<file path="src/rtl/group_reverse_reorder_unit_defines.svh">
// Assertion macros shared by the reorder unit.
`ifndef GROUP_REVERSE_REORDER_UNIT_DEFINES_SVH
`define GROUP_REVERSE_REORDER_UNIT_DEFINES_SVH

// Same-cycle implication, disabled while reset is high.
`define GRR_ASSERT_IMPLY(label, clk, rst, ante, cons, msg) \
   label: assert property (@(posedge clk) disable iff (rst) (ante) |-> (cons)) \
      else $error(msg);

// Next-cycle implication, disabled while reset is high.
`define GRR_ASSERT_NEXT(label, clk, rst, ante, cons, msg) \
   label: assert property (@(posedge clk) disable iff (rst) (ante) |=> (cons)) \
      else $error(msg);

`endif

</file>
<file path="src/rtl/grr_pkg.sv">
`timescale 1ns / 1ps

package grr_pkg;

   localparam int MAX_GROUP_DEFAULT  = 16;
   localparam int BANK_COUNT         = 2;
   localparam int VALUE_W            = 32;
   localparam int GROUP_SIZE_W       = 5;
   localparam logic [GROUP_SIZE_W-1:0] GROUP_SIZE_RESET = 5'd2;

   // Group descriptor flags passed from front to back.
   typedef struct packed {
      logic bank;
      logic reverse;
      logic list_end;
   } desc_flags_type;

   // Front status, observed at the top level.
   typedef struct packed {
      logic                  bank;
      logic [BANK_COUNT-1:0] busy;
   } front_stat_type;

   // One result entry.
   typedef struct packed {
      logic signed [VALUE_W-1:0] out_value;
      logic                      run_last;
      logic                      list_done;
   } rsp_entry_type;

endpackage

</file>
<file path="src/rtl/grr_ram.sv">
`timescale 1ns / 1ps

module grr_ram #(
   parameter int WIDTH = 32,
   parameter int DEPTH = 32
) (
   input  logic                     clock,
   input  logic                     wr_en,
   input  logic [$clog2(DEPTH)-1:0] wr_addr,
   input  logic [WIDTH-1:0]         wr_data,
   input  logic                     rd_en,
   input  logic [$clog2(DEPTH)-1:0] rd_addr,
   output logic [WIDTH-1:0]         rd_data
);

   logic [WIDTH-1:0] mem_ff [DEPTH];
   logic [WIDTH-1:0] rd_data_ff;

   always_ff @(posedge clock) begin
      if (wr_en) begin
         mem_ff[wr_addr] <= wr_data;
      end
      if (rd_en) begin
         rd_data_ff <= mem_ff[rd_addr];
      end
   end

   assign rd_data = rd_data_ff;

endmodule

</file>
<file path="src/rtl/grr_desc_fifo.sv">
`timescale 1ns / 1ps

module grr_desc_fifo #(
   parameter int WIDTH = 8
) (
   input  logic                                        clock,
   input  logic                                        reset,
   input  logic                                        push,
   input  logic [WIDTH-1:0]                            push_data,
   input  logic                                        pop,
   output logic                                        empty,
   output logic [WIDTH-1:0]                            head_data,
   output logic [$clog2(grr_pkg::BANK_COUNT+1)-1:0]    level
);

   localparam int DEPTH   = grr_pkg::BANK_COUNT;
   localparam int PTR_W   = $clog2(DEPTH);
   localparam int LEVEL_W = $clog2(DEPTH + 1);

   logic [WIDTH-1:0]   entry_ff [DEPTH];
   logic [PTR_W-1:0]   wr_ptr_ff, wr_ptr_in;
   logic [PTR_W-1:0]   rd_ptr_ff, rd_ptr_in;
   logic [LEVEL_W-1:0] level_ff, level_in;

   // Depth matches the bank count, so a push never finds the queue full.
   always_comb begin
      wr_ptr_in = wr_ptr_ff;
      rd_ptr_in = rd_ptr_ff;
      level_in  = level_ff;
      if (push) begin
         wr_ptr_in = (wr_ptr_ff == PTR_W'(DEPTH - 1)) ? '0 : wr_ptr_ff + 1'b1;
      end
      if (pop) begin
         rd_ptr_in = (rd_ptr_ff == PTR_W'(DEPTH - 1)) ? '0 : rd_ptr_ff + 1'b1;
      end
      if (push && !pop) begin
         level_in = level_ff + 1'b1;
      end else if (pop && !push) begin
         level_in = level_ff - 1'b1;
      end
   end

   always_ff @(posedge clock) begin
      if (reset) begin
         wr_ptr_ff <= '0;
         rd_ptr_ff <= '0;
         level_ff  <= '0;
      end else begin
         wr_ptr_ff <= wr_ptr_in;
         rd_ptr_ff <= rd_ptr_in;
         level_ff  <= level_in;
      end
   end

   always_ff @(posedge clock) begin
      if (push) begin
         entry_ff[wr_ptr_ff] <= push_data;
      end
   end

   assign empty     = (level_ff == '0);
   assign head_data = entry_ff[rd_ptr_ff];
   assign level     = level_ff;

endmodule

</file>
<file path="src/rtl/grr_front.sv">
`timescale 1ns / 1ps

module grr_front #(
   parameter int MAX_GROUP = grr_pkg::MAX_GROUP_DEFAULT
) (
   input  logic                                        clock,
   input  logic                                        reset,
   input  logic                                        req_push,
   output logic                                        req_full,
   input  logic signed [grr_pkg::VALUE_W-1:0]          req_item_value,
   input  logic                                        req_list_end,
   input  logic                                        csr_write_en,
   input  logic [grr_pkg::GROUP_SIZE_W-1:0]            csr_group_size,
   output logic                                        ram_wr_en,
   output logic [$clog2(MAX_GROUP):0]                  ram_wr_addr,
   output logic [grr_pkg::VALUE_W-1:0]                 ram_wr_data,
   output logic                                        desc_push,
   output grr_pkg::desc_flags_type                     desc_flags,
   output logic [$clog2(MAX_GROUP+1)-1:0]              desc_count,
   input  logic                                        release_en,
   input  logic                                        release_bank,
   output grr_pkg::front_stat_type                     stat
);

   localparam int IDX_W = $clog2(MAX_GROUP);
   localparam int CNT_W = $clog2(MAX_GROUP + 1);

   logic [grr_pkg::GROUP_SIZE_W-1:0] group_size_ff;
   logic [IDX_W-1:0]                 fill_ff, fill_in;
   logic                             bank_ff, bank_in;
   logic [grr_pkg::BANK_COUNT-1:0]   busy_ff, busy_in;
   logic                             accept;
   logic [CNT_W-1:0]                 fill_next;
   logic [CNT_W-1:0]                 group_eff;
   logic                             group_full;
   logic                             close_group;

   // Clamp the group size to 1..MAX_GROUP.
   always_comb begin
      if (group_size_ff == '0) begin
         group_eff = CNT_W'(1);
      end else if (32'(group_size_ff) > 32'(MAX_GROUP)) begin
         group_eff = CNT_W'(MAX_GROUP);
      end else begin
         group_eff = CNT_W'(group_size_ff);
      end
   end

   assign req_full    = busy_ff[bank_ff];
   assign accept      = req_push && !req_full;
   assign fill_next   = CNT_W'(fill_ff) + 1'b1;
   assign group_full  = (fill_next >= group_eff);
   assign close_group = accept && (group_full || req_list_end);

   always_comb begin
      fill_in = fill_ff;
      bank_in = bank_ff;
      busy_in = busy_ff;
      if (release_en) begin
         busy_in[release_bank] = 1'b0;
      end
      if (close_group) begin
         fill_in          = '0;
         bank_in          = !bank_ff;
         busy_in[bank_ff] = 1'b1;
      end else if (accept) begin
         fill_in = IDX_W'(fill_next);
      end
   end

   always_ff @(posedge clock) begin
      if (reset) begin
         group_size_ff <= grr_pkg::GROUP_SIZE_RESET;
         fill_ff       <= '0;
         bank_ff       <= 1'b0;
         busy_ff       <= '0;
      end else begin
         if (csr_write_en) begin
            group_size_ff <= csr_group_size;
         end
         fill_ff <= fill_in;
         bank_ff <= bank_in;
         busy_ff <= busy_in;
      end
   end

   assign ram_wr_en   = accept;
   assign ram_wr_addr = {bank_ff, fill_ff};
   assign ram_wr_data = req_item_value;

   assign desc_push           = close_group;
   assign desc_flags.bank     = bank_ff;
   assign desc_flags.reverse  = group_full;
   assign desc_flags.list_end = req_list_end;
   assign desc_count          = fill_next;

   assign stat.bank = bank_ff;
   assign stat.busy = busy_ff;

endmodule

</file>
<file path="src/rtl/grr_back.sv">
`timescale 1ns / 1ps

module grr_back #(
   parameter int MAX_GROUP = grr_pkg::MAX_GROUP_DEFAULT
) (
   input  logic                                        clock,
   input  logic                                        reset,
   input  logic                                        desc_valid,
   input  grr_pkg::desc_flags_type                     desc_flags,
   input  logic [$clog2(MAX_GROUP+1)-1:0]              desc_count,
   output logic                                        desc_pop,
   output logic                                        ram_rd_en,
   output logic [$clog2(MAX_GROUP):0]                  ram_rd_addr,
   input  logic [grr_pkg::VALUE_W-1:0]                 ram_rd_data,
   output logic                                        release_en,
   output logic                                        release_bank,
   output logic                                        rsp_empty,
   input  logic                                        rsp_pop,
   output grr_pkg::rsp_entry_type                      rsp_entry
);

   localparam int IDX_W = $clog2(MAX_GROUP);
   localparam int CNT_W = $clog2(MAX_GROUP + 1);

   logic [IDX_W-1:0]       idx_ff, idx_in;
   logic                   infl_ff;
   logic                   meta_last_ff;
   logic                   meta_done_ff;
   logic [1:0]             occ_ff, occ_in;
   grr_pkg::rsp_entry_type q_ff [2];
   grr_pkg::rsp_entry_type q_in [2];
   grr_pkg::rsp_entry_type landed;
   logic                   out_pop;
   logic                   issue;
   logic                   issue_last;
   logic [IDX_W-1:0]       rd_idx;

   assign out_pop = rsp_pop && (occ_ff != '0);

   // Issue a read only if its data is sure to find a free output slot.
   assign issue      = desc_valid &&
                       ((3'(occ_ff) + 3'(infl_ff)) <= (out_pop ? 3'd2 : 3'd1));
   assign issue_last = (CNT_W'(idx_ff) + 1'b1) == desc_count;
   assign rd_idx     = desc_flags.reverse ?
                       IDX_W'(desc_count - 1'b1 - CNT_W'(idx_ff)) : idx_ff;

   assign ram_rd_en    = issue;
   assign ram_rd_addr  = {desc_flags.bank, rd_idx};
   assign desc_pop     = issue && issue_last;
   assign release_en   = issue && issue_last;
   assign release_bank = desc_flags.bank;

   always_comb begin
      idx_in = idx_ff;
      if (issue) begin
         idx_in = issue_last ? '0 : idx_ff + 1'b1;
      end
   end

   assign landed.out_value = ram_rd_data;
   assign landed.run_last  = meta_last_ff;
   assign landed.list_done = meta_done_ff;

   // Drop the head on pop, then append the landed read data.
   always_comb begin
      q_in[0] = q_ff[0];
      q_in[1] = q_ff[1];
      occ_in  = occ_ff;
      if (out_pop) begin
         q_in[0] = q_ff[1];
         occ_in  = occ_ff - 1'b1;
      end
      if (infl_ff) begin
         q_in[occ_in[0]] = landed;
         occ_in          = occ_in + 1'b1;
      end
   end

   always_ff @(posedge clock) begin
      if (reset) begin
         idx_ff  <= '0;
         infl_ff <= 1'b0;
         occ_ff  <= '0;
      end else begin
         idx_ff  <= idx_in;
         infl_ff <= issue;
         occ_ff  <= occ_in;
      end
   end

   always_ff @(posedge clock) begin
      meta_last_ff <= issue_last;
      meta_done_ff <= issue_last && desc_flags.list_end;
      q_ff[0]      <= q_in[0];
      q_ff[1]      <= q_in[1];
   end

   assign rsp_empty = (occ_ff == '0);
   assign rsp_entry = q_ff[0];

endmodule

</file>
<file path="src/rtl/group_reverse_reorder_unit.sv">
`timescale 1ns / 1ps
// Channel   | Ports                                   | Handshake
// ----------+-----------------------------------------+-------------------------
// request   | req_item_value, req_list_end            | req_push, req_full
// response  | rsp_out_value, rsp_run_last,            | rsp_pop, rsp_empty
//           | rsp_list_done                           |
// config    | csr_group_size                          | csr_write_en
//
// One request is taken per cycle while the front's current bank is free; two
// banks of MAX_GROUP entries in the group RAM let one group fill while the
// previous one drains. A closed group of n requests drains one response per
// cycle while rsp_pop keeps up, the first passing the descriptor queue, the
// RAM read and the output queue. req_full rises when both banks hold undrained
// groups; a stalled rsp_pop backs up the output queue, then the RAM reads.
// Reset is synchronous and clears control state only; no clearing pass runs.

`include "group_reverse_reorder_unit_defines.svh"

module group_reverse_reorder_unit #(
   parameter int MAX_GROUP = grr_pkg::MAX_GROUP_DEFAULT
) (
   input  logic                                  clock,
   input  logic                                  reset,
   // request side
   input  logic                                  req_push,
   output logic                                  req_full,
   input  logic signed [grr_pkg::VALUE_W-1:0]    req_item_value,
   input  logic                                  req_list_end,
   // response side
   output logic                                  rsp_empty,
   input  logic                                  rsp_pop,
   output logic signed [grr_pkg::VALUE_W-1:0]    rsp_out_value,
   output logic                                  rsp_run_last,
   output logic                                  rsp_list_done,
   // configuration
   input  logic                                  csr_write_en,
   input  logic [grr_pkg::GROUP_SIZE_W-1:0]      csr_group_size
);

   localparam int IDX_W     = $clog2(MAX_GROUP);
   localparam int CNT_W     = $clog2(MAX_GROUP + 1);
   localparam int ADDR_W    = IDX_W + 1;
   localparam int RAM_DEPTH = 2 ** ADDR_W;
   localparam int FLAGS_W   = $bits(grr_pkg::desc_flags_type);
   localparam int DESC_W    = FLAGS_W + CNT_W;
   localparam int LEVEL_W   = $clog2(grr_pkg::BANK_COUNT + 1);

   // group RAM ports
   logic                         ram_wr_en;
   logic [ADDR_W-1:0]            ram_wr_addr;
   logic [grr_pkg::VALUE_W-1:0]  ram_wr_data;
   logic                         ram_rd_en;
   logic [ADDR_W-1:0]            ram_rd_addr;
   logic [grr_pkg::VALUE_W-1:0]  ram_rd_data;

   // descriptor path, front to back
   logic                         desc_push;
   grr_pkg::desc_flags_type      push_flags;
   logic [CNT_W-1:0]             push_count;
   logic                         desc_pop;
   logic                         desc_empty;
   logic [DESC_W-1:0]            head_data;
   grr_pkg::desc_flags_type      head_flags;
   logic [CNT_W-1:0]             head_count;
   logic [LEVEL_W-1:0]           desc_level;

   // bank release, back to front
   logic                         release_en;
   logic                         release_bank;

   grr_pkg::front_stat_type      front_stat;
   grr_pkg::rsp_entry_type       rsp_entry;

   // Front: take requests, write them into the open bank, close groups.
   grr_front #(
      .MAX_GROUP (MAX_GROUP)
   ) u_front (
      .clock          (clock),
      .reset          (reset),
      .req_push       (req_push),
      .req_full       (req_full),
      .req_item_value (req_item_value),
      .req_list_end   (req_list_end),
      .csr_write_en   (csr_write_en),
      .csr_group_size (csr_group_size),
      .ram_wr_en      (ram_wr_en),
      .ram_wr_addr    (ram_wr_addr),
      .ram_wr_data    (ram_wr_data),
      .desc_push      (desc_push),
      .desc_flags     (push_flags),
      .desc_count     (push_count),
      .release_en     (release_en),
      .release_bank   (release_bank),
      .stat           (front_stat)
   );

   // Group storage, one bank per pending group.
   grr_ram #(
      .WIDTH (grr_pkg::VALUE_W),
      .DEPTH (RAM_DEPTH)
   ) u_ram (
      .clock   (clock),
      .wr_en   (ram_wr_en),
      .wr_addr (ram_wr_addr),
      .wr_data (ram_wr_data),
      .rd_en   (ram_rd_en),
      .rd_addr (ram_rd_addr),
      .rd_data (ram_rd_data)
   );

   // Closed groups wait here until the back end takes them.
   grr_desc_fifo #(
      .WIDTH (DESC_W)
   ) u_desc_fifo (
      .clock     (clock),
      .reset     (reset),
      .push      (desc_push),
      .push_data ({push_flags, push_count}),
      .pop       (desc_pop),
      .empty     (desc_empty),
      .head_data (head_data),
      .level     (desc_level)
   );

   assign head_flags = head_data[DESC_W-1:CNT_W];
   assign head_count = head_data[CNT_W-1:0];

   // Back: walk each group forward or backward and queue the responses.
   grr_back #(
      .MAX_GROUP (MAX_GROUP)
   ) u_back (
      .clock        (clock),
      .reset        (reset),
      .desc_valid   (!desc_empty),
      .desc_flags   (head_flags),
      .desc_count   (head_count),
      .desc_pop     (desc_pop),
      .ram_rd_en    (ram_rd_en),
      .ram_rd_addr  (ram_rd_addr),
      .ram_rd_data  (ram_rd_data),
      .release_en   (release_en),
      .release_bank (release_bank),
      .rsp_empty    (rsp_empty),
      .rsp_pop      (rsp_pop),
      .rsp_entry    (rsp_entry)
   );

   assign rsp_out_value = rsp_entry.out_value;
   assign rsp_run_last  = rsp_entry.run_last;
   assign rsp_list_done = rsp_entry.list_done;

   // Every busy bank has exactly one descriptor waiting or in progress.
   `GRR_ASSERT_IMPLY(a_busy_matches_queue, clock, reset, 1'b1, 32'($countones(front_stat.busy)) == 32'(desc_level), "busy banks and queued groups disagree")

   // End of list always closes the open group and moves to the other bank.
   `GRR_ASSERT_NEXT(a_list_end_closes, clock, reset, req_push && !req_full && req_list_end, front_stat.bank != $past(front_stat.bank), "list end did not close the group")

   // The last response of a list also ends its run.
   `GRR_ASSERT_IMPLY(a_done_is_run_last, clock, reset, !rsp_empty && rsp_list_done, rsp_run_last, "list_done without run_last")

endmodule
</file>
<file path="config.mk">
export PLATFORM = sky130hd
export DESIGN_NAME = group_reverse_reorder_unit
export DESIGN_NICKNAME = d
export VERILOG_FILES = /design/src/rtl/grr_pkg.sv /design/src/rtl/grr_ram.sv /design/src/rtl/grr_desc_fifo.sv /design/src/rtl/grr_front.sv /design/src/rtl/grr_back.sv /design/src/rtl/group_reverse_reorder_unit.sv
export VERILOG_INCLUDE_DIRS = /design/src /design/src/rtl
export SDC_FILE = /design/constraint.sdc
export NUM_CORES = 2
export LEC_CHECK = 0
export BUFFER_PORTS_ARGS = -buffer_cell sky130_fd_sc_hd__buf_2
export CORE_ASPECT_RATIO = 1.5
export CORE_MARGIN = 1
export CORE_UTILIZATION = 56
export DETAILED_ROUTE_END_ITERATION = 12
export PLACE_DENSITY_LB_ADDON = 0.05
export SLEW_MARGIN = 20
export SYNTH_ARGS = -nofsm -noshare
export SYNTH_HDL_FRONTEND = slang
export SYNTH_SLANG_ARGS = --single-unit
</file>
<file path="constraint.sdc">
create_clock -name clock -period 4.1 [get_ports clock]
set_clock_uncertainty 0.1 [all_clocks]
set_input_delay 0 -clock clock [delete_from_list [all_inputs] [get_ports clock]]
set_output_delay 0 -clock clock [all_outputs]
set_load 0.02 [all_outputs]
</file>
# [Word level (Yosys, flattened, before mapping)]
# Memory sizes are Yosys's and may differ from the RTL's. A register that Yosys moved wholly into a read port is not among the register bits.
# Cells that the tools add are included.
[word_totals] register_bits=25 ram_bits=1108 word_cells=94 mem_count=3
[memory_table] name="u_ram.mem_ff" words=32 word_bits=32 rd=1 rd_ports_with_merged_regs=1 wr=1 line_no="grr_ram.sv:16" source="logic [WIDTH-1:0] mem_ff [DEPTH];"
[memory_table] name="u_back.q_ff" words=2 word_bits=34 rd=2 rd_ports_with_merged_regs=0 wr=2 line_no="grr_back.sv:30" source="grr_pkg::rsp_entry_type q_ff [2];"
[memory_table] name="u_desc_fifo.entry_ff" words=2 word_bits=8 rd=1 rd_ports_with_merged_regs=1 wr=1 line_no="grr_desc_fifo.sv:20" source="logic [WIDTH-1:0] entry_ff [DEPTH];"
[classes] addsub=12 n_lt_le_gt_ge=9 eq_ne=1 muxes=30 bitwise_logic=4 n_reduce_logical=23
[ops] cell="bitwise mux 68 bit" count=1
[ops] cell="two-way mux 34 bit" count=2
[ops] cell="two-way mux 68 bit" count=1
[ops] cell="demux 34 bit (select 1 bit)" count=1
[ops] cell="two-way mux 2 bit" count=7
[ops] cell="two-way mux 1 bit" count=12
[ops] cell="logical AND 1 bit" count=11
[ops] cell="adder 4 x 1 -> 5 bit (second input constant)" count=2
[ops] cell="two-way mux 5 bit" count=2
[ops] cell="two-way mux 4 bit" count=2
[ops] cell="equality test 5 bit" count=1
[ops] cell=">= comparator 5 bit" count=1
[ops] cell="greater-than comparator 5 bit (second input constant)" count=1
[ops] cell="logical NOT 1 bit" count=5
[ops] cell="logical NOT 5 bit" count=1
[ops] cell="adder 2 x 1 -> 2 bit (second input constant)" count=2
[ops] cell="adder 4 x 1 -> 4 bit (second input constant)" count=1
[ops] cell="logical NOT 2 bit" count=2
[ops] cell="less-than comparator 1 x 2 -> 1 bit (second input constant)" count=2
[ops] cell="nonzero test 2 bit" count=2
[ops] cell="subtractor 2 x 1 -> 2 bit (second input constant)" count=2
[ops] cell="subtractor 4 x 1 -> 4 bit (second input constant)" count=1
[ops] cell="subtractor 4 bit" count=1
[ops] cell="adder 2 x 1 -> 3 bit" count=1
[ops] cell="other kinds (12)" count=15

# [Depth between registers and ports, before layout]
[depth] ltp_word=10 depth_mapped=17 ltp_nobuf=14

# [Hierarchy]
# Synthesis repeated with hierarchy kept, for this count alone.
[unflattened] cells_unflattened=2764 hier_area_um2=46279.4
[by_module_without_submodules] module="grr_ram" instances=1 cells_each=2260 area_per_inst_um2=40805.4
[by_module_without_submodules] module="grr_back" instances=1 cells_each=338 area_per_inst_um2=3719.8
[by_module_without_submodules] module="grr_front" instances=1 cells_each=119 area_per_inst_um2=975.9
[by_module_without_submodules] module="grr_desc_fifo" instances=1 cells_each=46 area_per_inst_um2=774.5
[by_module_without_submodules] module="group_reverse_reorder_unit" instances=1 cells_each=1 area_per_inst_um2=3.8

# [Worst setup path after synthesis]
# Ideal clock, no wire load.
[synth_timing] path_kind="register -> register" from="reg u_back.occ_ff[1]" to="reg u_desc_fifo.level_ff[1], in the netlist u_desc_fifo.level[1]" setup_time_ns=0.071 arrival_time_ns=4.433 required_time_ns=3.929 setup_slack_ns=-0.503 stages_incl_launch_ff=17 period_less_slack_ns=4.603 path_cell_list="dfxtp_1 > inv_1 > ha_1 > nor2b_1 > clkbuf_1 > buf_1 > clkbuf_1 > fa_1 > nor2_1 > nand2_1 > nand2_1 > o21ai_1 > inv_1 > nand2_1 > ha_1 > or3_1 > a21oi_1"
[synth_between] elab_chain_len=9 elab_cells_between_ends=12 cone_classes="add/sub: 1; order compare: 1; mux: 2; reduce/logical: 8"
[synth_rtl] item="from (decl)" line_no="grr_back.sv:29" source="logic [1:0] occ_ff, occ_in;"
[synth_rtl] item="from (signal assigned)" line_no="grr_back.sv:87" source="occ_ff <= occ_in;"
[synth_rtl] item="nonzero test 2 bit" line_no="grr_back.sv:38" source="assign out_pop = rsp_pop && (occ_ff != '0);"
[synth_rtl] item="logical AND 1 bit" line_no="grr_back.sv:38"
[synth_rtl] item="two-way mux 2 bit" line_no="grr_back.sv:42" source="((3'(occ_ff) + 3'(infl_ff)) <= (out_pop ? 3'd2 : 3'd1));"
[synth_rtl] item="less-or-equal comparator 3 bit (*)" line_no="grr_back.sv:42"
[synth_rtl] item="logical AND 1 bit (*)" line_no="grr_back.sv:41" source="assign issue = desc_valid &&"
[synth_rtl] item="via ram_rd_en" line_no="group_reverse_reorder_unit.sv:52" source="logic ram_rd_en;"
[synth_rtl] item="logical AND 1 bit (*)" line_no="grr_back.sv:49" source="assign desc_pop = issue && issue_last;"
[synth_rtl] item="logical NOT 1 bit" line_no="grr_desc_fifo.sv:36" source="if (push && !pop) begin"
[synth_rtl] item="logical AND 1 bit" line_no="grr_desc_fifo.sv:36"
[synth_rtl] item="two-way mux 2 bit / nonzero test 2 bit (equally long branches)"
[synth_rtl] item="to (signal assigned)" line_no="grr_desc_fifo.sv:51" source="level_ff <= level_in;"
[synth_rtl] item="to (decl)" line_no="grr_desc_fifo.sv:23" source="logic [LEVEL_W-1:0] level_ff, level_in;"
# Mark *: on every way through the listed nets, which the timed path passes. The rest lies on a longest branch.
# A chain may end at the register's enable or synchronous reset.

==> impl_metrics.env <==
export IMPL_fmax_mhz=259
export IMPL_cp_data_required_time_ns=4.41
export IMPL_path_cells="mux2_2 -> ha_1 -> fa_4 -> mux2i_4 -> buf_12 -> buf_12 -> mux2i_1 -> o22ai_1 -> nor3_1 -> nor4_2"
export IMPL_fin_tns_setup_ns=0
export IMPL_hpwl_mm=72.6
export IMPL_multi_input_area_mm2=0.0118
export IMPL_cp_slowest_cell="fa_4"
export IMPL_antenna_found_initial=2
export IMPL_drv_slew=0
export IMPL_grt_pass1_vias=25900
export IMPL_synth_flop_cell="edfxtp_1"
export IMPL_post_cts_resize_count=0
export IMPL_outcome="completed"
export IMPL_grt_setup_unrepaired="no"
export IMPL_slew_headroom_pct=39.6
export IMPL_clk_pin_slew_worst_paths_ns=0.07
export IMPL_cts_sinks=1166
export IMPL_overflow=0
export IMPL_area_growth_pct=14.1
export IMPL_hold_class="input port to flop"
export IMPL_worstSetupPathType="flop to flop"
export IMPL_synth_fp_nets=2650
export IMPL_cts_setup_buffers=0
export IMPL_ys_seq_area_share_pct=73.3
export IMPL_fin_util_pct=64.7
export IMPL_avgSynthCellArea_um2=18.2
export IMPL_dieArea_mm2=0.0850
export IMPL_ys_top_cells_by_area="edfxtp_1 (71%), mux4_2 (8.9%), mux2i_1 (5.0%), dfxtp_1 (2.6%), o22ai_1 (1.7%)"
export IMPL_wire_per_inst_um=30.9
export IMPL_cp_data_arrival_time_ns=4.17
export IMPL_nFillCells=5788
export IMPL_grt_max_degree=81
export IMPL_vias=25500
export IMPL_fin_nets=2838
export IMPL_port_buffers=78
export IMPL_cp_max_fo=26
export IMPL_drt_iter0_markers=2498
export IMPL_hold_viol=0
export IMPL_root_buffer="clkbuf_16"
export IMPL_vdd_drop_max_mv=0.505
export IMPL_cts_hold_fix_buffers=52
export IMPL_drive_gt1_share_pct=22.9
export IMPL_endpoint_kind="flop"
export IMPL_syn_area_mm2=0.0470
export IMPL_timing_critical_path_mode_cell="buf_12"
export IMPL_drcViolationCount=0
export IMPL_period_minus_slack_ns=3.86
export IMPL_routabilityCongestion=0.824
export IMPL_ys_types=54
export IMPL_leakagePower_uw=0.0181
export IMPL_cts_htree_levels=3
export IMPL_drtAntennaViolNets=0
export IMPL_yosys_area_top_type="edfxtp_1"
export IMPL_io_pin_count=79
export IMPL_ys_warn_count=0
export IMPL_grt_first_pass_wirelength_mm=175
export IMPL_netlist_instances=2586
export IMPL_cts_tree="yes"
export IMPL_wirelength_mm=123
export IMPL_drv_cap=0
export IMPL_ys_ff_latch=1166
export IMPL_die_w_um=238
export IMPL_cts_buffers=105
export IMPL_synthArstFlopShare_pct=0
export IMPL_grt_usage_pct=29.3
export IMPL_start_util_pct=56.7
export IMPL_insertion_delay_ns=0.68
export IMPL_synth_edf_count=1106
export IMPL_vias_per_cell=6.41
export IMPL_min_period_over_period_pct=94.1
export IMPL_powerDensity_mw_per_mm2=621
export IMPL_setup_viol=0
export IMPL_crit_path_max_incr_delay_ns=0.71
export IMPL_die_h_um=357
export IMPL_worstMarginPinSlew_ns=0.883
export IMPL_antenna_cells=0
export IMPL_firstDrtPassIters=5
export IMPL_synth_top_area_share_pct=70.7
export IMPL_clock_path_buffers=3
export IMPL_cp_start_kind="flop"
export IMPL_core_rowCount=129
export IMPL_core_area_mm2=0.0828
export IMPL_register_area_mm2=0.0344
cell families after synthesis:
family | synth area share (%)
flops | 73.3
xor+xnor | 0.410
compound gates | 4.26
mux | 14.5
buf+inv | 2.42
fa+ha+maj | 0.592
simple gates | 4.51
sequential cells by signal, summed over array words and instances, names as in the netlist, named ones only:
signal,flops
u_desc_fifo.rd_ptr_ff,1
u_desc_fifo.entry_ff,16
u_ram.rd_data,32
u_desc_fifo.level,2
u_front.bank_ff,1
u_back.occ_ff,2
u_front.busy_ff,2
u_back.idx_ff,4
u_back.meta_done_ff,1
u_back.meta_last_ff,1
u_front.fill_ff,4
u_ram.mem_ff,1024
u_back.q_ff,34
u_back.infl_ff,1
u_front.group_size_ff,5
u_desc_fifo.wr_ptr_ff,1
per-layer routing:
metal | wire [um] | part of all wire [%] | up-vias | track usage, %
met4 | 4180 | 3.4 | 0 | 10.7
met2 | 64900 | 53 | 1001 | 52.7
met1 | 45800 | 37 | 13400 | 36.4
li1 | - | - | 10800 | -
met5 | 0 | 0 | - | 0
met3 | 7820 | 6.4 | 214 | 3.81
report_power, final:
group	switching, uW	internal (uW)
clock network	4220	5520
registers	424	13800
logic	5340	3980
worst paths after layout:
kind | startpoint | to | slack [ns] | depth (start not counted)
setup reg to reg | flop | u_ram.rd_data[14]$_DFFE_PP_ | 0.24 | 10
hold reg to reg | u_back.meta_last_ff$_DFF_P_ | flop | 0.36 | 0
hold / removal | req_list_end | u_desc_fifo.entry_ff[0][5]$_DFFE_PP_ | 0.04 | 2
setup / recovery | flop | u_ram.rd_data[14]$_DFFE_PP_ | 0.24 | 10
layout by cell type, fill, tap and decap left out, types with 4 or more instances in the layout:
| master | instances |
|---|---|
| clkbuf_8 | 7 |
| inv_1 | 15 |
| dlygate4sd3_1 | 52 |
| o21ai_0 | 4 |
| clkinv_2 | 23 |
| buf_2 | 78 |
| mux4_2 | 186 |
| o22ai_1 | 126 |
| a22oi_1 | 62 |
| buf_4 | 94 |
| clkbuf_1 | 14 |
| edfxtp_1 | 1106 |
| buf_12 | 43 |
| mux4_1 | 6 |
| nand2_1 | 152 |
| nor2_1 | 60 |
| mux2i_4 | 4 |
| nand3_1 | 8 |
| and3_1 | 32 |
| ha_1 | 18 |
| nor3_1 | 37 |
| nor4_2 | 31 |
| clkinv_1 | 25 |
| nor2_4 | 35 |
| clkbuf_16 | 109 |
| dfxtp_1 | 59 |
| a21oi_1 | 110 |
| a21o_1 | 4 |
| mux2i_1 | 230 |
| xor2_1 | 8 |
| xnor2_1 | 14 |
| mux2_2 | 9 |
| bufinv_16 | 9 |
| nor4_1 | 31 |
final cells by class:
class,count,share of cell area (%)
Inverter,16,0.119
Clock inverter,62,1.00
Sequential cell,1166,64.2
Multi-Input combinational cell,1218,22.0
Timing Repair Buffer,267,4.62
Clock buffer,130,5.37
Tap cell,1113,2.60
worst max-delay path: cells and delay by family, from the launching register on:
family	cells	cell delay (ns)
mux	3	1.14
flops	1	0.34
compound gates	1	0.09
fa+ha+maj	2	0.94
simple gates	2	0.47
buf+inv	2	0.48
metrics by stage:
step                area, um^2  worst slack [ns]  cells  total power [uW]  hold slack (ns)
floorplan                47000            0.0311   2586             20900          -0.0284
global placement         49600             0.268   3728             23600            0.113
detailed placement       49600             0.255   3728             23700            0.120
CTS                      53600             0.235   3972             33400           0.0130
global route             53600             0.131   3972             34400           0.0652
finish                   53600             0.243   3972             33200           0.0416
synthesized netlist by cell type (12+ instances only):
cell	n
buf_4	40
o22ai_1	126
mux2i_1	233
clkbuf_1	88
a21oi_1	110
dfxtp_1	60
mux4_2	186
a22oi_1	63
nor3_1	38
buf_6	12
xnor2_1	14
inv_1	16
nor4_2	31
nor2_1	96
ha_1	19
nand2_1	153
edfxtp_1	1106
nor4_1	31
buf_2	30
and3_1	32
No activity file was read; power rests on OpenSTA's default activity.
